### src/rtl/ssp_pkg.sv
// ----------------------------------------------------------------------------
// ssp_pkg: shared types and constants of the star projector
// Star entry, pipeline payloads, divider step and configuration codes.
// ----------------------------------------------------------------------------
package ssp_pkg;

  localparam int unsigned STAR_COUNT = 256;
  localparam int unsigned IDX_W      = $clog2(STAR_COUNT);
  localparam int unsigned DIV_STAGES = 18;
  localparam int unsigned DIV_LANES  = 3;
  localparam int unsigned FIFO_DEPTH = 32;
  localparam int unsigned FIFO_AW    = $clog2(FIFO_DEPTH);
  localparam int unsigned BRIGHT_SCALE = 235;

  localparam int unsigned LANE_X = 0;
  localparam int unsigned LANE_Y = 1;
  localparam int unsigned LANE_B = 2;

  typedef enum logic {
    OP_LOAD    = 1'b0,
    OP_ADVANCE = 1'b1
  } op_e;

  typedef enum logic {
    REG_WIDTH  = 1'b0,
    REG_HEIGHT = 1'b1
  } reg_e;

  typedef struct packed {
    logic signed [8:0] x;
    logic signed [8:0] y;
    logic [9:0]        z;
  } star_t;

  typedef struct packed {
    op_e               op;
    logic [IDX_W-1:0]  idx;
    logic signed [8:0] x;
    logic signed [8:0] y;
    logic [9:0]        z;
  } item_t;

  typedef struct packed {
    logic  draw;
    star_t star;
  } proj_t;

  typedef struct packed {
    logic [17:0] num;
    logic [9:0]  den;
    logic [9:0]  rem;
    logic [17:0] quo;
  } div_lane_t;

  typedef struct packed {
    logic draw;
    logic x_neg;
    logic y_neg;
  } meta_t;

  typedef struct packed {
    logic [17:0] addr;
    logic [15:0] color;
    logic        vis;
  } res_t;

  function automatic div_lane_t div_step(div_lane_t l);
    logic [10:0] t;
    logic [10:0] diff;
    logic        ge;
    div_lane_t   r;
    t    = {l.rem, l.num[17]};
    diff = t - {1'b0, l.den};
    ge   = (t >= {1'b0, l.den});
    r.num = {l.num[16:0], 1'b0};
    r.den = l.den;
    r.rem = ge ? diff[9:0] : t[9:0];
    r.quo = {l.quo[16:0], ge};
    return r;
  endfunction

endpackage

### src/rtl/ssp_out_fifo.sv
// ----------------------------------------------------------------------------
// ssp_out_fifo: result queue
// Holds finished pixels while the receiver stalls.
// ----------------------------------------------------------------------------
module ssp_out_fifo (
  input  logic          clk_i,
  input  logic          rst_ni,
  input  logic          push_i,
  input  ssp_pkg::res_t push_data_i,
  input  logic          pop_i,
  output logic          valid_o,
  output ssp_pkg::res_t data_o
);

  ssp_pkg::res_t                 mem_q [ssp_pkg::FIFO_DEPTH];
  logic [ssp_pkg::FIFO_AW-1:0]   wr_ptr_q;
  logic [ssp_pkg::FIFO_AW-1:0]   rd_ptr_q;
  logic [ssp_pkg::FIFO_AW:0]     count_q;
  logic [ssp_pkg::FIFO_AW:0]     count_d;

  always_comb begin
    count_d = count_q;
    if (push_i && !pop_i) begin
      count_d = count_q + 1'b1;
    end else if (pop_i && !push_i) begin
      count_d = count_q - 1'b1;
    end
  end

  always_ff @(posedge clk_i or negedge rst_ni) begin
    if (!rst_ni) begin
      wr_ptr_q <= '0;
      rd_ptr_q <= '0;
      count_q  <= '0;
    end else begin
      count_q <= count_d;
      if (push_i) begin
        wr_ptr_q <= wr_ptr_q + 1'b1;
      end
      if (pop_i) begin
        rd_ptr_q <= rd_ptr_q + 1'b1;
      end
    end
  end

  always_ff @(posedge clk_i) begin
    if (push_i) begin
      mem_q[wr_ptr_q] <= push_data_i;
    end
  end

  assign valid_o = (count_q != '0);
  assign data_o  = mem_q[rd_ptr_q];

endmodule

### config.mk
export PLATFORM = sky130hd
export DESIGN_NAME = ssp_out_fifo
export DESIGN_NICKNAME = d
export VERILOG_FILES = /design/src/rtl/ssp_pkg.sv /design/src/rtl/ssp_out_fifo.sv
export SDC_FILE = /design/constraint.sdc
export NUM_CORES = 1
export LEC_CHECK = 0
export BUFFER_PORTS_ARGS = -buffer_cell sky130_fd_sc_hd__buf_2
export CORE_UTILIZATION = 47
export CTS_CLUSTER_DIAMETER = 120
export DETAILED_ROUTE_END_ITERATION = 16
export SLEW_MARGIN = 20
export SYNTH_ARGS = -nofsm -noshare
export SYNTH_HDL_FRONTEND = slang
export SYNTH_SLANG_ARGS = --single-unit
### constraint.sdc
create_clock -name clk_i -period 5.5 [get_ports clk_i]
set_input_delay 0.275 -clock clk_i [delete_from_list [all_inputs] [get_ports clk_i]]
set_output_delay 0.275 -clock clk_i [all_outputs]
set_load 0.02 [all_outputs]
==> summary.txt, run 1 <==
Clocking
  – CTS tree: yes
  – Worst skew pair latency: 0.68 ns
  – CTS buffer count: 110
  – Root Buffer: clkbuf_16
  – Clk sinks: 1136
  – Total setup buffers inserted after CTS: 0
  – CTS max path bufs: 3
  – H-tree levels: 3
  – Clock transition at path regs: 0.07 ns

Floorplanning
  – Starting density of the core: 47.35%
  – Die Ht: 305.7 um
  – Std-Cell Rows: 111
  – Die width: 305.7 um
  – DIE AREA: 93430 um^2
  – # IOs: 75
  – Core area: 91520 um^2

Routing
  – Residual DRC: 0
  – Vias per std cell: 6.179
  – Final WL: 106200 um
  – Drt wl/cell: 31.48 um
  – Total number of vias: 20840
  – Initial DRC Count: 2331
  – Pre-antenna DRT Iters: 5
  – Antenna Nets Post-Route: 0

Pwr
  – Comb pwr share: 28.0%
  – VDD IR-drop max: 0.4164 mV
  – Internal: 17260 uW
  – Switching Fraction: 31.07%
  – Sw Pwr: 7779 uW
  – Clock share of power: 30.0%
  – Flop pwr share: 42.0%
  – Power Dens Cells: 510.1 nW/um^2
  – Leakage: 0.01564 uW

STA
  – Final hold vios: 0
  – Crit path time final: 4.137 ns
  – Max-slew violations: 0
  – Final worst slack: 1.363 ns
  – Fmax: 241.7 MHz
  – # setup viols final: 0
  – Period utilization: 75.21%
  – Least-Margin Pin Slew: 1.154 ns
  – Setup TNS: 0 ns
  – RSZ-0062 raised after global routing: no
  – Fin Clk Skew: 0.02589 ns
  – Rel. slew slack: 22.88%

Worst setup path
  – Endpoint type of the worst setup path: output port
  – CP max stage cell: nand3_4
  – Crit. Startpoint: rd_ptr_q[1]
  – Setup Crit Path Kind: reg -> out
  – Reg-to-Reg Start: wr_ptr_q[0]
  – R2r setup slk: 2.45 ns
  – Worst endpoint required time: 5.22 ns
  – Crit start category: flop
  – Critical path's largest stage delay: 0.84 ns
  – CP max FO: 49
  – CP arrival: 3.86 ns
  – CP Cell Sequence: nand3_4 -> o221ai_1 -> a211oi_1 -> a21oi_1 -> buf_2

Logic synthesis
  – Syn_area_per_cell: 22.16 um^2
  – Number of distinct library cells after synthesis: 39
  – Mapped cell area: 43340 um^2
  – Yosys top cell by area: edfxtp_1
  – Share of the synthesized area in the top cell type: 77.61%
  – EDFF count, synth: 1120
  – Syn Inst Count: 1956
  – Primary FF master, synth: edfxtp_1
  – Syn nets: 2006
  – Sequential-to-total area share from yosys stat: 78.53%
  – Ys async rst share: 1.408%
  – Synth warn: 0
  – Yosys reg bits: 1136
  – Synth area leaders: edfxtp_1 (78%), mux4_2 (10%), mux2i_1 (3.2%), a211oi_1 (1.2%), dfrtp_1 (0.92%)

Placement
  – Port-buffer cells: 74
  – HPWL after DPL: 56580 um
  – Final Wtd Congestion: 0.7480
  – Setup WS pre-CTS: 2.100 ns
  – Dpl cells: 3161

Outcome
  – Status: finished clean

Layout
  – Final #Nets: 2141
  – Fin cells: 3372
  – Most frequent cells in the layout: edfxtp_1 (1120), mux4_2 (202), mux2i_1 (138)
  – P&R area growth vs syn: 13.27%
  – Share of layout cells above drive strength 1: 24.81%
  – Final core area utilization: 53.63%
  – Most common cell after layout, fill and taps aside: edfxtp_1

Hold path
  – Min-delay worst type: in -> async

Global route
  – First-pass GRT wire length: 151000 um
  – Largest net degree at the start of global routing: 142
  – GRT overflow: 0
  – Antenna violations before repair: 9
  – GRT Total Usage: 22.74%
  – Vias in the first global route: 21170

Job
  – Max_cap viols: 0
==> final timing paths <==
kind | cells after the start | endpoint
min in group clk_i | 1 | mem_q[11][17]
worst min-delay path | 2 | wr_ptr_q[0]
worst min register to register | 1 | count_q[5]
worst max register to register | 5 | mem_q[10][13]
max in group asynchronous | 2 | rd_ptr_q[4]
worst max-delay path | 5 | data_o[31]
==> worst max-delay path: cells and delay by family, from the launching register on <==
kind,cells,cell delay [ns]
AND/OR/NAND/NOR,1,0.84
AO/OA/AOI/OAI,3,1.22
buffers and inverters,1,0.29
flip-flops,1,0.83
==> timing repair <==
item                                   4_1_cts  5_1_grt
resized for setup                            0        0
endpoints found under the hold margin       23        0
setup endpoints to repair                    0        0
hold buffers                                 3        0
==> sequential cells by signal (all words and copies together), names as in the netlist <==
register,cells
rd_ptr_q,5
mem_q,1120
count_q,6
wr_ptr_q,5
==> logic make-up (layout without fill, tap and decap cells) <==
| family | after synthesis | in the layout | synth area share (%) |
|---|---|---|---|
| AO/OA/AOI/OAI | 256 | 256 | 4.270 |
| XOR/XNOR | 12 | 12 | 0.2425 |
| adder cells (fa/ha/maj) | 11 | 11 | 0.3349 |
| buffers and inverters | 119 | 348 | 1.530 |
| flip-flops | 1136 | 1136 | 78.53 |
| multiplexers | 352 | 352 | 14.34 |
| other | 0 | 1 | 0 |
| AND/OR/NAND/NOR | 70 | 70 | 0.7478 |
==> per-layer routing <==
metal | vias to the layer above | GRT usage (%) | wire, um
met4 | 10 | 6.089 | 2323
li1 | 8641 | - | -
met2 | 863 | 35.73 | 50200
met1 | 11170 | 32.70 | 45040
met5 | - | 0 | 72
met3 | 154 | 4.499 | 8519
==> per-stage QoR <==
stage               cell area (um^2)  power [uW]  hold WS [ns]
finish                         49090       25040       0.09123
global route                   49090       25920       0.08092
CTS                            49060       25220       0.05054
detailed placement             45440       17740        0.2423
global placement               45350       17650        0.2390
floorplan                      43340       15320      -0.02059
==> area by class of cell <==
| cell class | count | area [um^2] |
|---|---|---|
| fill | 6902 | 42440 |
| sequential | 1136 | 34040 |
| multi-input combinational | 701 | 8916 |
| clock buffer | 130 | 2892 |
| tap | 1186 | 1484 |
| timing repair buffer | 138 | 1036 |
| clock inverter | 76 | 698.2 |
| inverter | 4 | 15.01 |
| antenna | 1 | 2.502 |
==> cells in the mapped netlist, types with 16 or more instances <==
| master | number |
|---|---|
| a211oi_1 | 69 |
| clkbuf_1 | 45 |
| buf_2 | 43 |
| a22o_1 | 34 |
| mux4_2 | 202 |
| o22ai_1 | 34 |
| a22oi_1 | 35 |
| buf_4 | 18 |
| dfrtp_1 | 16 |
| nor2_1 | 36 |
| o221ai_1 | 35 |
| mux2i_1 | 138 |
| edfxtp_1 | 1120 |
| a21oi_1 | 38 |
==> power by group through the flow <==
| stage | combinational [uW] | clock [uW] | sequential [uW] |
|---|---|---|---|
| 2_1_floorplan | 4950 | 0 | 10400 |
| 3_3_place_gp | 6990 | 0 | 10700 |
| 3_5_place_dp | 7050 | 0 | 10700 |
| 4_1_cts | 7070 | 7630 | 10500 |
| 5_1_grt | 7420 | 7930 | 10600 |
| 6_report | 7010 | 7510 | 10500 |
Note: power is estimated with default switching activity, not from simulation.
==> inputs of run 2 (changes only) <==
==> constraint.sdc (replaced) <==
create_clock -name clk_i -period 3.4 [get_ports clk_i]
set_input_delay 0.17 -clock clk_i [delete_from_list [all_inputs] [get_ports clk_i]]
set_output_delay 0.17 -clock clk_i [all_outputs]
set_load 0.02 [all_outputs]
==> summary.txt, run 2 (synthesized netlist as in run 1, its figures left out) <==
Outcome
  – Status: finished clean

Layout
  – Multi-input logic area: 8955 um^2 (+0.44%)
  – Most common cell after layout, fill and taps aside: edfxtp_1
  – Fin cells: 3446 (+2.2%)
  – Max reg flops: 1120 (unchanged)
  – Final #Nets: 2223 (+3.8%)
  – Post-route cell area: 49970 um^2 (+1.8%)
  – N_diodes: 0 (-1)
  – Most frequent cells in the layout: edfxtp_1 (1120), mux4_2 (202), mux2i_1 (138)
  – Storage cell area: 34050 um^2 (about the same)
  – Most flops, register: mem_q
  – Filler cells: 6852 (-0.72%)
  – Top Registers: mem_q (1120), count_q (6)
  – P&R area growth vs syn: 15.30%
  – Share of layout cells above drive strength 1: 26.37% (+1.6 points)

Global route
  – GRT Total Usage: 23.22% (+0.47 points)
  – Antenna violations before repair: 7 (-2)
  – Grt met2 use: 37.80% (+2.1 points)
  – Vias in the first global route: 21630 (+2.2%)
  – Met1 usage: 32.84% (+0.13 points)
  – Global route hottest layer: met2
  – Met3 Usage GRT: 3.765% (-0.73 points)
  – GRT overflow: 0 (unchanged)
  – First-pass GRT wire length: 154000 um (+2.0%)
  – Largest net degree at the start of global routing: 105 (-26%)

Floorplanning
  – Std-Cell Rows: 111 (unchanged)
  – Die width: 305.7 um (unchanged)
  – Starting density of the core: 47.35% (unchanged)
  – DIE AREA: 93430 um^2 (unchanged)
  – Die Ht: 305.7 um (unchanged)
  – Core area: 91520 um^2 (unchanged)
  – # IOs: 75 (unchanged)

Routing
  – Residual DRC: 0 (unchanged)
  – Drt wl/cell: 31.46 um (about the same)
  – Pre-antenna DRT Iters: 5 (unchanged)
  – Final WL: 108400 um (+2.1%)
  – Vias per std cell: 6.211 (+0.52%)
  – Antenna Nets Post-Route: 0 (unchanged)
  – Total number of vias: 21400 (+2.7%)
  – Initial DRC Count: 2253 (-3.3%)

Worst setup path
  – CP max stage cell: dfrtp_1
  – Crit start category: flop
  – CP max FO: 18 (-63%)
  – Setup Crit Path Kind: reg -> out
  – CP Cell Sequence: nand3_4 -> buf_4 -> o221ai_1 -> a211oi_1 -> a21oi_1 -> buf_2
  – Worst endpoint required time: 3.23 ns (-1.99 ns)
  – Crit path buffers/inverters: 2 (+1)
  – Critical path's largest stage delay: 0.69 ns (-0.15 ns)
  – Cell family with most CP delay: compound AO/OA/AOI/OAI gates
  – Endpoint type of the worst setup path: output port
  – CP arrival: 3.11 ns (-0.75 ns)

Placement
  – DP Area: 45950 um^2 (+1.1%)
  – Dpl cells: 3210 (+1.6%)
  – HPWL after DPL: 57110 um (+0.94%)
  – Final Wtd Congestion: 0.7641 (+2.2%)
  – Port-buffer cells: 74 (unchanged)

Pwr
  – PnR Total Power: 41080 uW (+64%)
  – Power Dens Cells: 822.1 nW/um^2 (+61%)
  – Leakage: 0.01605 uW (+2.7%)
  – VDD IR-drop max: 0.7670 mV (+84%)

Clocking
  – CTS tree: yes
  – Root Buffer: clkbuf_16
  – H-tree levels: 3 (unchanged)
  – CTS max path bufs: 3 (unchanged)
  – Clock transition at path regs: 0.06 ns (about the same)
  – Worst skew pair latency: 0.69 ns (about the same)
  – CTS buffer count: 109 (-0.91%)
  – Clk sinks: 1136 (unchanged)

Job
  – Max_cap viols: 0 (unchanged)

STA
  – Fmax: 304.8 MHz
  – Hold WS: 0.02554 ns (-0.06569 ns)
  – RSZ-0062 raised after global routing: no
  – Final hold vios: 0 (unchanged)
  – Max-slew violations: 0 (unchanged)
  – # setup viols final: 0 (unchanged)
  – Crit path time final: 3.281 ns
  – Rel. slew slack: 36.40% (+14 points)
  – Least-Margin Pin Slew: 0.9509 ns (-0.2032 ns)
  – Period utilization: 96.50%
  – Fin Clk Skew: 0.02364 ns (-0.002257 ns)

Hold path
  – Min-delay worst type: in -> reg
[run 2: changes by cell type in the layout (fill, tap and decap cells not counted), sizes merged]
cell,previous run,this run
inv,8,9
clkbuf,130,134
bufinv,13,14
clkinv,57,40
buf,135,186
diode,1,0
nand3,2,3
clkinvlp,2,6
dlygate4sd3,3,33
[run 2: what timing repair did]
| item | in CTS | in global routing |
|---|---|---|
| hold buffers | 33 | 0 |
| gates cloned | 0 | 2 |
| resized for setup | 12 | 4 |
| setup endpoints to repair | 13 | 14 |
| pin swaps | 0 | 1 |
| hold endpoints to repair | 890 | 0 |
| buffers inserted | 0 | 3 |
[run 2: worst paths after layout]
path                                  from             to  slack (ns)  cells past startpoint
max                            rd_ptr_q[2]     data_o[31]        0.12                      6
min                        push_data_i[29]  mem_q[26][29]        0.03                      1
max reg2reg                    wr_ptr_q[0]  mem_q[20][10]        0.90                      5
min reg2reg                     count_q[5]     count_q[5]        0.50                      1
max in group asynchronous           rst_ni    rd_ptr_q[4]        1.99                      3
min in group asynchronous           rst_ni     count_q[0]        0.72                      3
[run 2: area by class of cell]
type,instances,area share [%]
Multi-Input combinational cell,702,17.92
Timing Repair Buffer,220,3.834
Clock inverter,65,1.390
Inverter,4,0.03005
Sequential cell,1136,68.13
Clock buffer,133,5.724
Tap cell,1186,2.970
[run 2: worst reg2reg max path, stage by stage, from the launching register on]
cell,delay (ns)
dfrtp_1,0.44
inv_1,0.12
ha_1,0.16
nand2_1,0.46
nor2_4,0.72
buf_12,0.28
[run 2: power by group]
group	internal (uW)	total (uW)	switching [uW]
Sequential	16300	16700	430
Clock	7030	12100	5080
Combinational	5040	12200	7190
[run 2: layer usage]
layer	wire length, um	vias up	share of wire (%)
li1	-	8803	-
met1	45300	11650	42
met2	53070	790	49
met3	7697	155	7.1
met4	2289	10	2.1
met5	56	-	0.052
[run 2: metrics by stage]
step	setup WS (ns)	TNS (ns)	util, %
after CTS	-0.002395	-0.002395	54.51
after global placement	0.6289	0	50.20
after floorplan	0.4152	0	-
final	0.1190	0	54.60
after detailed placement	0.6364	0	50.20
after global routing	0.02539	0	54.60
